`src/rtl/core/qmfr_pkg.sv`:
```
package qmfr_pkg;

	typedef struct packed {
		logic       cmd;
		logic [7:0] port_pins;
		logic       third_button_pin;
	} in_item_t;

	typedef struct packed {
		logic [7:0] out_byte;
		logic       last;
	} out_item_t;

	typedef struct packed {
		logic [2:0] buttons;
		logic [7:0] dx;
		logic [7:0] dy;
	} report_t;

	localparam logic CMD_SAMPLE = 1'b0;
	localparam logic CMD_TICK   = 1'b1;

	localparam int BTN0_BIT  = 7;
	localparam int BTN1_BIT  = 6;
	localparam int X_HI_BIT  = 5;
	localparam int X_LO_BIT  = 3;
	localparam int Y_HI_BIT  = 4;
	localparam int Y_LO_BIT  = 2;

	localparam logic [7:0] TERMINATOR = 8'd10;

	localparam int NUM_BUTTONS = 3;
	localparam int DELTA_BITS  = 8;
	localparam int REPORT_LEN  = NUM_BUTTONS + 2 * DELTA_BITS + 1;
	localparam int IDX_W       = $clog2(REPORT_LEN);

	localparam int QUEUE_DEPTH = 2;

	// Gray order 00 -> 01 -> 11 -> 10 counts up
	function automatic logic [1:0] step_up(input logic [1:0] ph);
		logic [1:0] r;
		unique case (ph)
			2'b00:   r = 2'b01;
			2'b01:   r = 2'b11;
			2'b11:   r = 2'b10;
			default: r = 2'b00;
		endcase
		return r;
	endfunction

	function automatic logic [1:0] step_down(input logic [1:0] ph);
		logic [1:0] r;
		unique case (ph)
			2'b00:   r = 2'b10;
			2'b10:   r = 2'b11;
			2'b11:   r = 2'b01;
			default: r = 2'b00;
		endcase
		return r;
	endfunction

endpackage

```
`src/rtl/core/quadrature_mouse_frame_reporter.sv`:
```
// Two-axis quadrature mouse decoder. Sample items (cmd 0) update the X and Y
// position counters and latch the three button levels; they are accepted
// every clock. A tick item (cmd 1) snapshots the per-axis deltas and buttons
// into a report queue of QUEUE_DEPTH entries and is accepted whenever that
// queue has room; the report drains as 20 bytes (3 button flags, 8 X bits
// LSB first, 8 Y bits, newline with last set), one byte per cycle while
// report_ready is high, through a registered output; a tick stalls the
// input only while the report queue is full.
module quadrature_mouse_frame_reporter #(
	parameter int QUEUE_DEPTH = qmfr_pkg::QUEUE_DEPTH
) (
	input  logic               clk,
	input  logic               arst_n,
	input  logic               item_valid,
	output logic               item_ready,
	input  qmfr_pkg::in_item_t  item,
	output logic               report_valid,
	input  logic               report_ready,
	output qmfr_pkg::out_item_t report
);

	logic              q_full, q_push, q_pop, q_valid;
	qmfr_pkg::report_t q_wdata, q_rdata;

	qmfr_front u_front (
		.clk        (clk),
		.arst_n     (arst_n),
		.item_valid (item_valid),
		.item_ready (item_ready),
		.item       (item),
		.q_full     (q_full),
		.q_push     (q_push),
		.q_wdata    (q_wdata)
	);

	qmfr_queue #(
		.DEPTH (QUEUE_DEPTH)
	) u_queue (
		.clk      (clk),
		.arst_n   (arst_n),
		.push     (q_push),
		.wdata    (q_wdata),
		.full     (q_full),
		.pop      (q_pop),
		.rd_valid (q_valid),
		.rdata    (q_rdata)
	);

	qmfr_back u_back (
		.clk          (clk),
		.arst_n       (arst_n),
		.q_valid      (q_valid),
		.q_rdata      (q_rdata),
		.q_pop        (q_pop),
		.report_valid (report_valid),
		.report_ready (report_ready),
		.report       (report)
	);

endmodule

```
`src/rtl/core/qmfr_front.sv`:
```
module qmfr_front (
	input  logic              clk,
	input  logic              arst_n,
	input  logic              item_valid,
	output logic              item_ready,
	input  qmfr_pkg::in_item_t item,
	input  logic              q_full,
	output logic              q_push,
	output qmfr_pkg::report_t  q_wdata
);

	logic [7:0] count_x_q, count_y_q;
	logic [7:0] prev_x_q, prev_y_q;
	logic [1:0] phase_x_q, phase_y_q;
	logic [2:0] buttons_q;

	logic [7:0] data;
	logic [1:0] xp, yp;
	logic       accept, is_tick;

	assign is_tick    = (item.cmd == qmfr_pkg::CMD_TICK);
	assign item_ready = !is_tick || !q_full;
	assign accept     = item_valid && item_ready;
	assign q_push     = accept && is_tick;

	assign data = ~item.port_pins;
	assign xp   = {data[qmfr_pkg::X_HI_BIT], data[qmfr_pkg::X_LO_BIT]};
	assign yp   = {data[qmfr_pkg::Y_HI_BIT], data[qmfr_pkg::Y_LO_BIT]};

	assign q_wdata.buttons = buttons_q;
	assign q_wdata.dx      = prev_x_q - count_x_q;
	assign q_wdata.dy      = prev_y_q - count_y_q;

	always_ff @(posedge clk or negedge arst_n) begin
		if (!arst_n) begin
			count_x_q <= '0;
			count_y_q <= '0;
			prev_x_q  <= '0;
			prev_y_q  <= '0;
			phase_x_q <= '0;
			phase_y_q <= '0;
			buttons_q <= '0;
		end else if (accept) begin
			if (is_tick) begin
				prev_x_q <= count_x_q;
				prev_y_q <= count_y_q;
			end else begin
				if (xp == qmfr_pkg::step_up(phase_x_q)) begin
					count_x_q <= count_x_q + 8'd1;
					phase_x_q <= xp;
				end else if (xp == qmfr_pkg::step_down(phase_x_q)) begin
					count_x_q <= count_x_q - 8'd1;
					phase_x_q <= xp;
				end
				if (yp == qmfr_pkg::step_up(phase_y_q)) begin
					count_y_q <= count_y_q + 8'd1;
					phase_y_q <= yp;
				end else if (yp == qmfr_pkg::step_down(phase_y_q)) begin
					count_y_q <= count_y_q - 8'd1;
					phase_y_q <= yp;
				end
				buttons_q <= {~item.third_button_pin, data[qmfr_pkg::BTN1_BIT],
					data[qmfr_pkg::BTN0_BIT]};
			end
		end
	end

endmodule

```
`src/rtl/core/qmfr_queue.sv`:
```
module qmfr_queue #(
	parameter int DEPTH = qmfr_pkg::QUEUE_DEPTH
) (
	input  logic              clk,
	input  logic              arst_n,
	input  logic              push,
	input  qmfr_pkg::report_t  wdata,
	output logic              full,
	input  logic              pop,
	output logic              rd_valid,
	output qmfr_pkg::report_t  rdata
);

	localparam int PTR_W = (DEPTH > 1) ? $clog2(DEPTH) : 1;
	localparam int CNT_W = $clog2(DEPTH + 1);
	localparam logic [PTR_W-1:0] PTR_LAST = PTR_W'(DEPTH - 1);
	localparam logic [CNT_W-1:0] CNT_FULL = CNT_W'(DEPTH);

	qmfr_pkg::report_t mem_q [DEPTH];
	logic [PTR_W-1:0] wr_ptr_q, rd_ptr_q;
	logic [CNT_W-1:0] count_q;

	assign full     = (count_q == CNT_FULL);
	assign rd_valid = (count_q != '0);
	assign rdata    = mem_q[rd_ptr_q];

	always_ff @(posedge clk) begin
		if (push) begin
			mem_q[wr_ptr_q] <= wdata;
		end
	end

	always_ff @(posedge clk or negedge arst_n) begin
		if (!arst_n) begin
			wr_ptr_q <= '0;
			rd_ptr_q <= '0;
			count_q  <= '0;
		end else begin
			if (push) begin
				wr_ptr_q <= (wr_ptr_q == PTR_LAST) ? '0 : wr_ptr_q + PTR_W'(1);
			end
			if (pop) begin
				rd_ptr_q <= (rd_ptr_q == PTR_LAST) ? '0 : rd_ptr_q + PTR_W'(1);
			end
			if (push && !pop) begin
				count_q <= count_q + CNT_W'(1);
			end else if (pop && !push) begin
				count_q <= count_q - CNT_W'(1);
			end
		end
	end

	a_no_overflow: assert property (@(posedge clk) disable iff (!arst_n)
		full |-> !push || pop)
		else $error("queue push while full");
	a_no_underflow: assert property (@(posedge clk) disable iff (!arst_n)
		pop |-> rd_valid)
		else $error("queue pop while empty");
	a_count_range: assert property (@(posedge clk) disable iff (!arst_n)
		count_q <= CNT_FULL)
		else $error("queue count out of range");

endmodule

```
`src/rtl/core/qmfr_back.sv`:
```
module qmfr_back (
	input  logic               clk,
	input  logic               arst_n,
	input  logic               q_valid,
	input  qmfr_pkg::report_t   q_rdata,
	output logic               q_pop,
	output logic               report_valid,
	input  logic               report_ready,
	output qmfr_pkg::out_item_t report
);

	localparam int IDX_W = qmfr_pkg::IDX_W;
	localparam logic [IDX_W-1:0] IDX_LAST = IDX_W'(qmfr_pkg::REPORT_LEN - 1);
	localparam logic [IDX_W-1:0] IDX_DX   = IDX_W'(qmfr_pkg::NUM_BUTTONS);
	localparam logic [IDX_W-1:0] IDX_DY   =
		IDX_W'(qmfr_pkg::NUM_BUTTONS + qmfr_pkg::DELTA_BITS);

	logic               busy_q;
	logic [IDX_W-1:0]   idx_q;
	qmfr_pkg::report_t   rec_q;
	logic               out_valid_q;
	qmfr_pkg::out_item_t out_q;

	logic               load, done;
	logic [2:0]         off_dx, off_dy;
	qmfr_pkg::out_item_t nxt;

	assign load  = busy_q && (!out_valid_q || report_ready);
	assign done  = load && (idx_q == IDX_LAST);
	assign q_pop = q_valid && (!busy_q || done);

	assign off_dx = 3'(idx_q - IDX_DX);
	assign off_dy = 3'(idx_q - IDX_DY);

	always_comb begin
		nxt.last     = 1'b0;
		nxt.out_byte = '0;
		if (idx_q == IDX_LAST) begin
			nxt.out_byte = qmfr_pkg::TERMINATOR;
			nxt.last     = 1'b1;
		end else if (idx_q >= IDX_DY) begin
			nxt.out_byte[0] = rec_q.dy[off_dy];
		end else if (idx_q >= IDX_DX) begin
			nxt.out_byte[0] = rec_q.dx[off_dx];
		end else begin
			nxt.out_byte[0] = rec_q.buttons[idx_q[1:0]];
		end
	end

	always_ff @(posedge clk) begin
		if (q_pop) begin
			rec_q <= q_rdata;
		end
		if (load) begin
			out_q <= nxt;
		end
	end

	always_ff @(posedge clk or negedge arst_n) begin
		if (!arst_n) begin
			busy_q      <= 1'b0;
			idx_q       <= '0;
			out_valid_q <= 1'b0;
		end else begin
			if (q_pop) begin
				busy_q <= 1'b1;
				idx_q  <= '0;
			end else if (done) begin
				busy_q <= 1'b0;
				idx_q  <= '0;
			end else if (load) begin
				idx_q <= idx_q + IDX_W'(1);
			end
			if (load) begin
				out_valid_q <= 1'b1;
			end else if (report_ready) begin
				out_valid_q <= 1'b0;
			end
		end
	end

	assign report_valid = out_valid_q;
	assign report       = out_q;

	a_last_is_newline: assert property (@(posedge clk) disable iff (!arst_n)
		out_valid_q && out_q.last |-> out_q.out_byte == qmfr_pkg::TERMINATOR)
		else $error("last byte is not the terminator");
	a_idx_range: assert property (@(posedge clk) disable iff (!arst_n)
		idx_q <= IDX_LAST)
		else $error("report index out of range");
	a_idle_idx: assert property (@(posedge clk) disable iff (!arst_n)
		!busy_q |-> idx_q == '0)
		else $error("index nonzero while idle");
	a_bits_binary: assert property (@(posedge clk) disable iff (!arst_n)
		out_valid_q && !out_q.last |-> out_q.out_byte[7:1] == '0)
		else $error("report bit byte not 0 or 1");

endmodule
```
`config.mk`:
```
export PLATFORM = sky130hd
export DESIGN_NAME = quadrature_mouse_frame_reporter
export DESIGN_NICKNAME = d
export VERILOG_FILES = /design/src/rtl/core/qmfr_pkg.sv /design/src/rtl/core/quadrature_mouse_frame_reporter.sv /design/src/rtl/core/qmfr_front.sv /design/src/rtl/core/qmfr_queue.sv /design/src/rtl/core/qmfr_back.sv
export SDC_FILE = /design/constraint.sdc
export NUM_CORES = 1
export LEC_CHECK = 0
export BUFFER_PORTS_ARGS = -buffer_cell sky130_fd_sc_hd__buf_2
export CAP_MARGIN = 40
export CELL_PAD_IN_SITES_DETAIL_PLACEMENT = 0
export CELL_PAD_IN_SITES_GLOBAL_PLACEMENT = 1
export CORE_ASPECT_RATIO = 2
export CORE_MARGIN = 4
export CORE_UTILIZATION = 30
export DETAILED_ROUTE_END_ITERATION = 6
export PLACE_DENSITY = 0.51
export SLEW_MARGIN = 20
export SYNTH_ARGS = -nofsm -noshare
export SYNTH_HDL_FRONTEND = slang
export SYNTH_SLANG_ARGS = --single-unit
export TNS_END_PERCENT = 1
```
`constraint.sdc`:
```
create_clock -name clk -period 2.6 [get_ports clk]
set_input_delay 0.26 -clock clk [delete_from_list [all_inputs] [get_ports clk]]
set_output_delay 0.26 -clock clk [all_outputs]
set_load 0.05 [all_outputs]
```
; Yosys cells after proc, flatten, opt, wreduce, memory -nomap -nowiden
; Memory sizes are Yosys's and may differ from the RTL's. A register that Yosys moved wholly into a read port is not among the register bits.
; Cells that the tools add are included.
; Widths: inputs -> output; s select.
[totals]
ff_bits = 59
latchBits = 0
ramBits = 38
romBits = 0
output_inout_bits = 11
mem_count = 1
[classes]
add_sub_neg = 13
multipliers = 0
div = 0
order_cmp = 5
n_eq_ne = 12
shifts = 0
muxes = 45
bitwise_logic = 3
n_reduce_logical = 29
[memory_table]
columns = memory, words, word_bits, rd, rd_clocked_by_memory_dff, wr, line_no
row1 = u_queue.mem_q, 2, 19, 1, 1, 1, qmfr_queue.sv:19  ; qmfr_pkg::report_t mem_q [DEPTH];
[ops]
columns = cell, n
row1 = $mux 2, 16
row2 = $mux 8, 4
row3 = $pmux 2 s3, 4
row4 = $add 8x1->8 const B, 2
row5 = $sub 8x1->8 const B, 2
row6 = $sub 8x8->8, 2
row7 = $mux 5, 3
row8 = $mux 1, 14
row9 = $reduce_bool 2->1, 6
row10 = $eq 2x2->1 const B, 5
row11 = $eq 2x2->1, 4
row12 = $lt 3x4->1 const B, 2
row13 = $not 8->8, 1
row14 = $logic_and 1x1->1, 7
row15 = $bmux 1 s3, 2
row16 = $logic_not 1->1, 6
row17 = $reduce_and 3->1, 2
row18 = $sub 3x2->3 const B, 2
row19 = $add 5x1->5 const B, 1
row20 = $eq 5x5->1 const B, 1
row21 = $ge 5x2->1 const B, 1
row22 = $ge 5x4->1 const B, 1
row23 = $eq 2x1->1 const B, 2
row24 = $logic_not 2->1, 2
row25 = 10 further kinds, 15

; Logic depth before layout (Yosys ltp)
[logic_depth]
ltp_word = 12
mapped_depth = 9
mapped_depth_nobuf = 9

; Modules after synthesis
; A second synthesis with hierarchy kept.
[hier_totals]
hier_cells = 449
hier_area_um2 = 5540.3
[modules_own_cells]
columns = module, n_inst, cells_each, area_per_inst_um2, seq_area_each_um2
row1 = qmfr_front, 1, 284, 2620.0, 975.9
row2 = qmfr_queue, 1, 75, 1640.3, 1241.2
row3 = qmfr_back, 1, 90, 1280.0, 805.8

; Worst setup path before layout
; No wires, ideal clock.
[synth_timing]
path_type = register to register
start = register u_queue.count_q[0]
end = memory u_queue.mem_q[0][0] in the netlist's numbering (enable)
arrival_ns = 2.350
setup_slack_ns = -0.147
path_stages_with_launch = 6
cell_sequence = dfrtp_1 > nand3b_1 > and3_1 > buf_2 > buf_2 > nor2b_1
[synth_between]
elab_chain_len = 7
[synth_rtl]
columns = item, line_no
row1 = start: declaration, qmfr_queue.sv:21  ; logic [CNT_W-1:0] count_q;
row2 = start signal: assignment, qmfr_queue.sv:46  ; count_q <= count_q + CNT_W'(1);
row3 = start signal: assignment, qmfr_queue.sv:48  ; count_q <= count_q - CNT_W'(1);
row4 = $eq 2x2->1, qmfr_queue.sv:23  ; assign full = (count_q == CNT_FULL);
row5 = $logic_not 1->1, qmfr_front.sv:22  ; assign item_ready = !is_tick || !q_full;
row6 = $logic_or 1x1->1, qmfr_front.sv:22
row7 = net item_ready, quadrature_mouse_frame_reporter.sv:15  ; output logic item_ready,
row8 = $logic_and 1x1->1, qmfr_front.sv:23  ; assign accept = item_valid && item_ready;
row9 = $logic_and 1x1->1, qmfr_front.sv:24  ; assign q_push = accept && is_tick;
row10 = $mux 1, qmfr_queue.sv:28  ; if (push) begin
row11 = $mux 1 (implied by the code), qmfr_queue.sv:29  ; mem_q[wr_ptr_q] <= wdata;
row12 = end: declaration, qmfr_queue.sv:19
; The timed path passes the listed nets, and every way through them passes these cells.

; Worst setup path in the final report
[layout_timing]
start = register u_front.phase_x_q[0]
end = register u_front.count_x_q[7]
[layout_between]
elab_chain_len = 8
word_cells_on_any_way = 16
[layout_rtl]
columns = item, line_no
row1 = start: declaration, qmfr_front.sv:14  ; logic [1:0] phase_x_q, phase_y_q;
row2 = start signal: assignment, qmfr_front.sv:50  ; phase_x_q <= xp;
row3 = start signal: assignment, qmfr_front.sv:53  ; phase_x_q <= xp;
row4 = "$eq 2x2->1, or another cell as far along", "qmfr_pkg.sv:42, qmfr_pkg.sv:53"
row5 = $pmux 2 s3, qmfr_pkg.sv:53  ; unique case (ph)
row6 = $mux 2, qmfr_front.sv:48  ; if (xp == qmfr_pkg::step_up(phase_x_q)) begin
row7 = $mux 2, qmfr_front.sv:44  ; if (is_tick) begin
row8 = $mux 2, qmfr_front.sv:43  ; end else if (accept) begin
row9 = $eq 2x2->1, qmfr_front.sv:51  ; end else if (xp == qmfr_pkg::step_down(phase_x_q)) begin
row10 = $reduce_bool 2->1 (no source line), -
row11 = $reduce_and 3->1 (no source line), -
row12 = end signal: assignment, qmfr_front.sv:49  ; count_x_q <= count_x_q + 8'd1;
row13 = end signal: assignment, qmfr_front.sv:52  ; count_x_q <= count_x_q - 8'd1;
row14 = end: declaration, qmfr_front.sv:12  ; logic [7:0] count_x_q, count_y_q;
; Several ways; a longest one is shown, not always the timed one. The select of a mux whose other input is x is not followed.
; A chain may end at the register's enable or synchronous reset.

==> flow_summary.ini <==
[clocking]
post-cts-setup-buffers = 0
clock-sinks = 109
htreeDepth = 3
cts_buffers = 9
clk_path_buf_depth = 2
cts_tree = done
path_clk_slew_ps = 70
clock_latency_ps = 340
root_buffer = clkbuf_16

[worst_hold_path]
min-delay-start = item[0]
hold_depth = 2
min_to = u_front.buttons_q[2]
hp-class = in -> reg

[place]
place_congestion = 0.755
placed_area_mm2 = 0.00580
dp_hpwl_um = 7410
numPortBuffers = 17
post-place-cells = 664

[power_and_ir_drop]
powerDensity_mw_per_mm2 = 1330
fin_total_pwr_w = 0.00809
p_leak_nw = 2.46
vdd_ir_drop_max_mv = 0.550

[global_routing]
grt_pass1_vias = 3282
use_met2_pct = 17.9
grt_pass1_wl_um = 15600
busiest_layer = met2
antenna_found_initial = 0
grt_max_degree = 24
use_met1_pct = 10.7
met3_usage_pct = 1.72
track_usage_pct = 10.0
overflow = 0

[synthesis]
ys_ff_latch = 109
yosysTopAreaCellShare_pct = 32.4
ys_warn_count = 0
syn_area_mm2 = 0.00546
synth_cell_types = 49
synth_largest_area_cell = edfxtp_1
ys_top_cells_by_area = edfxtp_1, dfrtp_1, mux2_2, ha_1, xnor2_1
syn_area_per_cell_um2 = 12.5
synth-seq-area-share_pct = 55.3
postSynth.asyncResetShare_pct = 45.9
synthCells = 437
synthFlopType = edfxtp_1
synth_edf_count = 59

[floorplanning]
die-area_mm2 = 0.0206
fp.dieW_um = 103
die_h_um = 199
io_pins = 25
core_area_mm2 = 0.0179
row_count = 69
initial_core_util_pct = 30.6

[cells_and_area]
drive_gt1_share_pct = 18.4
fill_cells = 1740
utilization_pct = 34.1
final_area_mm2 = 0.00610
stdcell_count = 681
areaGrowthSynthToFinish_pct = 11.7
diodes = 0
layout_commonest_cell = edfxtp_1
final_nets = 511
mostFrequentLayoutCells = edfxtp_1, dfrtp_1, mux2_2, o21ai_0, inv_1

[sta]
tns_ps = 0
worst_slew_pin_slew_ps = 597
max-slew-margin-rel_pct = 60.2
finalCritPeriodShare_pct = 92.8
finalClockSkew_ps = 8.22
slew_viol_final = 0
setup_viol = 0
rsz0062_at_grt = false
max_freq_mhz = 414
finalHoldViolations = 0
period_needed_ps = 2410

[critical_path]
start_kind = flop
r2r_start = u_front.phase_x_q[0]
critPathRequiredTime_ps = 2820
crit_start = u_front.phase_x_q[0]
cp_max_fo = 7
crit_arrival_ps = 2640
reg2reg_depth = 9
path_class = reg -> reg
end_kind = flop
r2r-end = u_front.count_x_q[7]
r2r_setup_slack_ps = 190

[flow_run]
drv_cap = 0

[route]
routedWlPerCell_um = 13.9
vias_per_cell = 4.61
via_count = 3137
drcViolationCount = 0
ant_nets = 0
routed_wl_um = 9470
first_pass_iters = 4
drtIter0Drc = 55

[outcome]
outcome = completed
## stage by stage
stage / hold WS, ps / worst slack (ps)
final: 110 / 186
after CTS: 95.8 / 150
after global placement: 296 / 154
after detailed placement: 303 / 158
after floorplan: -35.6 / 195
after global routing: 108 / 51.8
## timing repair
| item | CTS | global route |
|---|---|---|
| setup endpoints to repair | 0 | 2 |
| hold buffers | 1 | 0 |
| resized for setup | 0 | 2 |
| endpoints found under the hold margin | 21 | 0 |
## power by group
part	leakage [nW]	internal, W	total, W	switching [W]
clock network	0.134	0.000660	0.00128	0.000623
registers	1.14	0.00269	0.00307	0.000385
logic	1.19	0.00172	0.00373	0.00200
## final cells by class
cell class              count  area (um^2)  share of cell area (%)
well taps                 213          267                    4.37
repair buffers             28          178                    2.91
clock buffers              10          229                    3.75
multi-input cells         283         2240                    36.7
inverters                  32          120                    1.97
flip-flops and latches    109         3020                    49.6
clock inverters             6         45.0                   0.739
## routing by layer
metal  vias to the layer above  wire length (um)  share of wire [%]
li1                       1599                 -                  -
met1                      1487              3770                 40
met2                        34              5130                 54
met3                        17               225                2.4
met4                         0               345                3.6
met5                         -                 0                  0
## synth_stat cells, drive strengths merged, types with 2 or more instances
master,number
a211oi,3
a21boi,3
a21o,6
a21oi,15
a31oi,4
and2,2
and4b,2
buf,14
clkbuf,3
dfrtp,50
edfxtp,59
fa,4
ha,30
inv,32
mux2,35
mux2i,9
mux4,2
nand2,27
nand2b,2
nand3,6
nand4,3
nor2,20
nor2b,11
o211ai,2
o21ai,34
o21bai,4
o31ai,2
o41ai,2
or2,2
or4,2
xnor2,20
xor2,16
## sequential cells by signal (all words and copies together), names as in the netlist, 2 cells and up
register and count:
u_front.count_y_q 8, u_front.prev_y_q 8, u_back.report 2, u_front.phase_y_q 2, u_front.buttons_q 3, u_queue.mem_q 38
u_front.count_x_q 8, u_front.phase_x_q 2, u_queue.count_q 2, u_front.prev_x_q 8, u_back.rec_q 19, u_back.idx_q 5
## how the worst max path moves through the flow
stage / to
2_1_floorplan: u_queue.mem_q[0][0]
6_report: u_front.count_x_q[7]
5_1_grt: u_front.count_x_q[7]
3_5_place_dp: u_front.count_x_q[7]
4_1_cts: u_front.count_x_q[7]
3_3_place_gp: u_front.count_x_q[7]
## kinds of logic (layout without fill, tap and decap cells)
kind of cell	Yosys count	after routing	share of synthesized area [%]
AOI/OAI and AO/OA	80	80	9.10
xor gates and xnor gates	36	36	5.77
adders and majority gates	34	34	8.34
buffers and inverters	49	76	4.24
DFF	109	109	55.3
muxes	46	46	9.69
other	1	5	0.0687
and+or+nand+nor	82	82	7.45
## worst max-delay path: stages (launching register included)
cell	delay [ps]
dfrtp_1	390
xor2_1	150
and2_1	180
inv_1	250
ha_1	340
a21o_1	190
a31o_2	200
a21oi_1	120
mux2_2	350
xnor2_1	120
(Power assumes the default switching activity.)
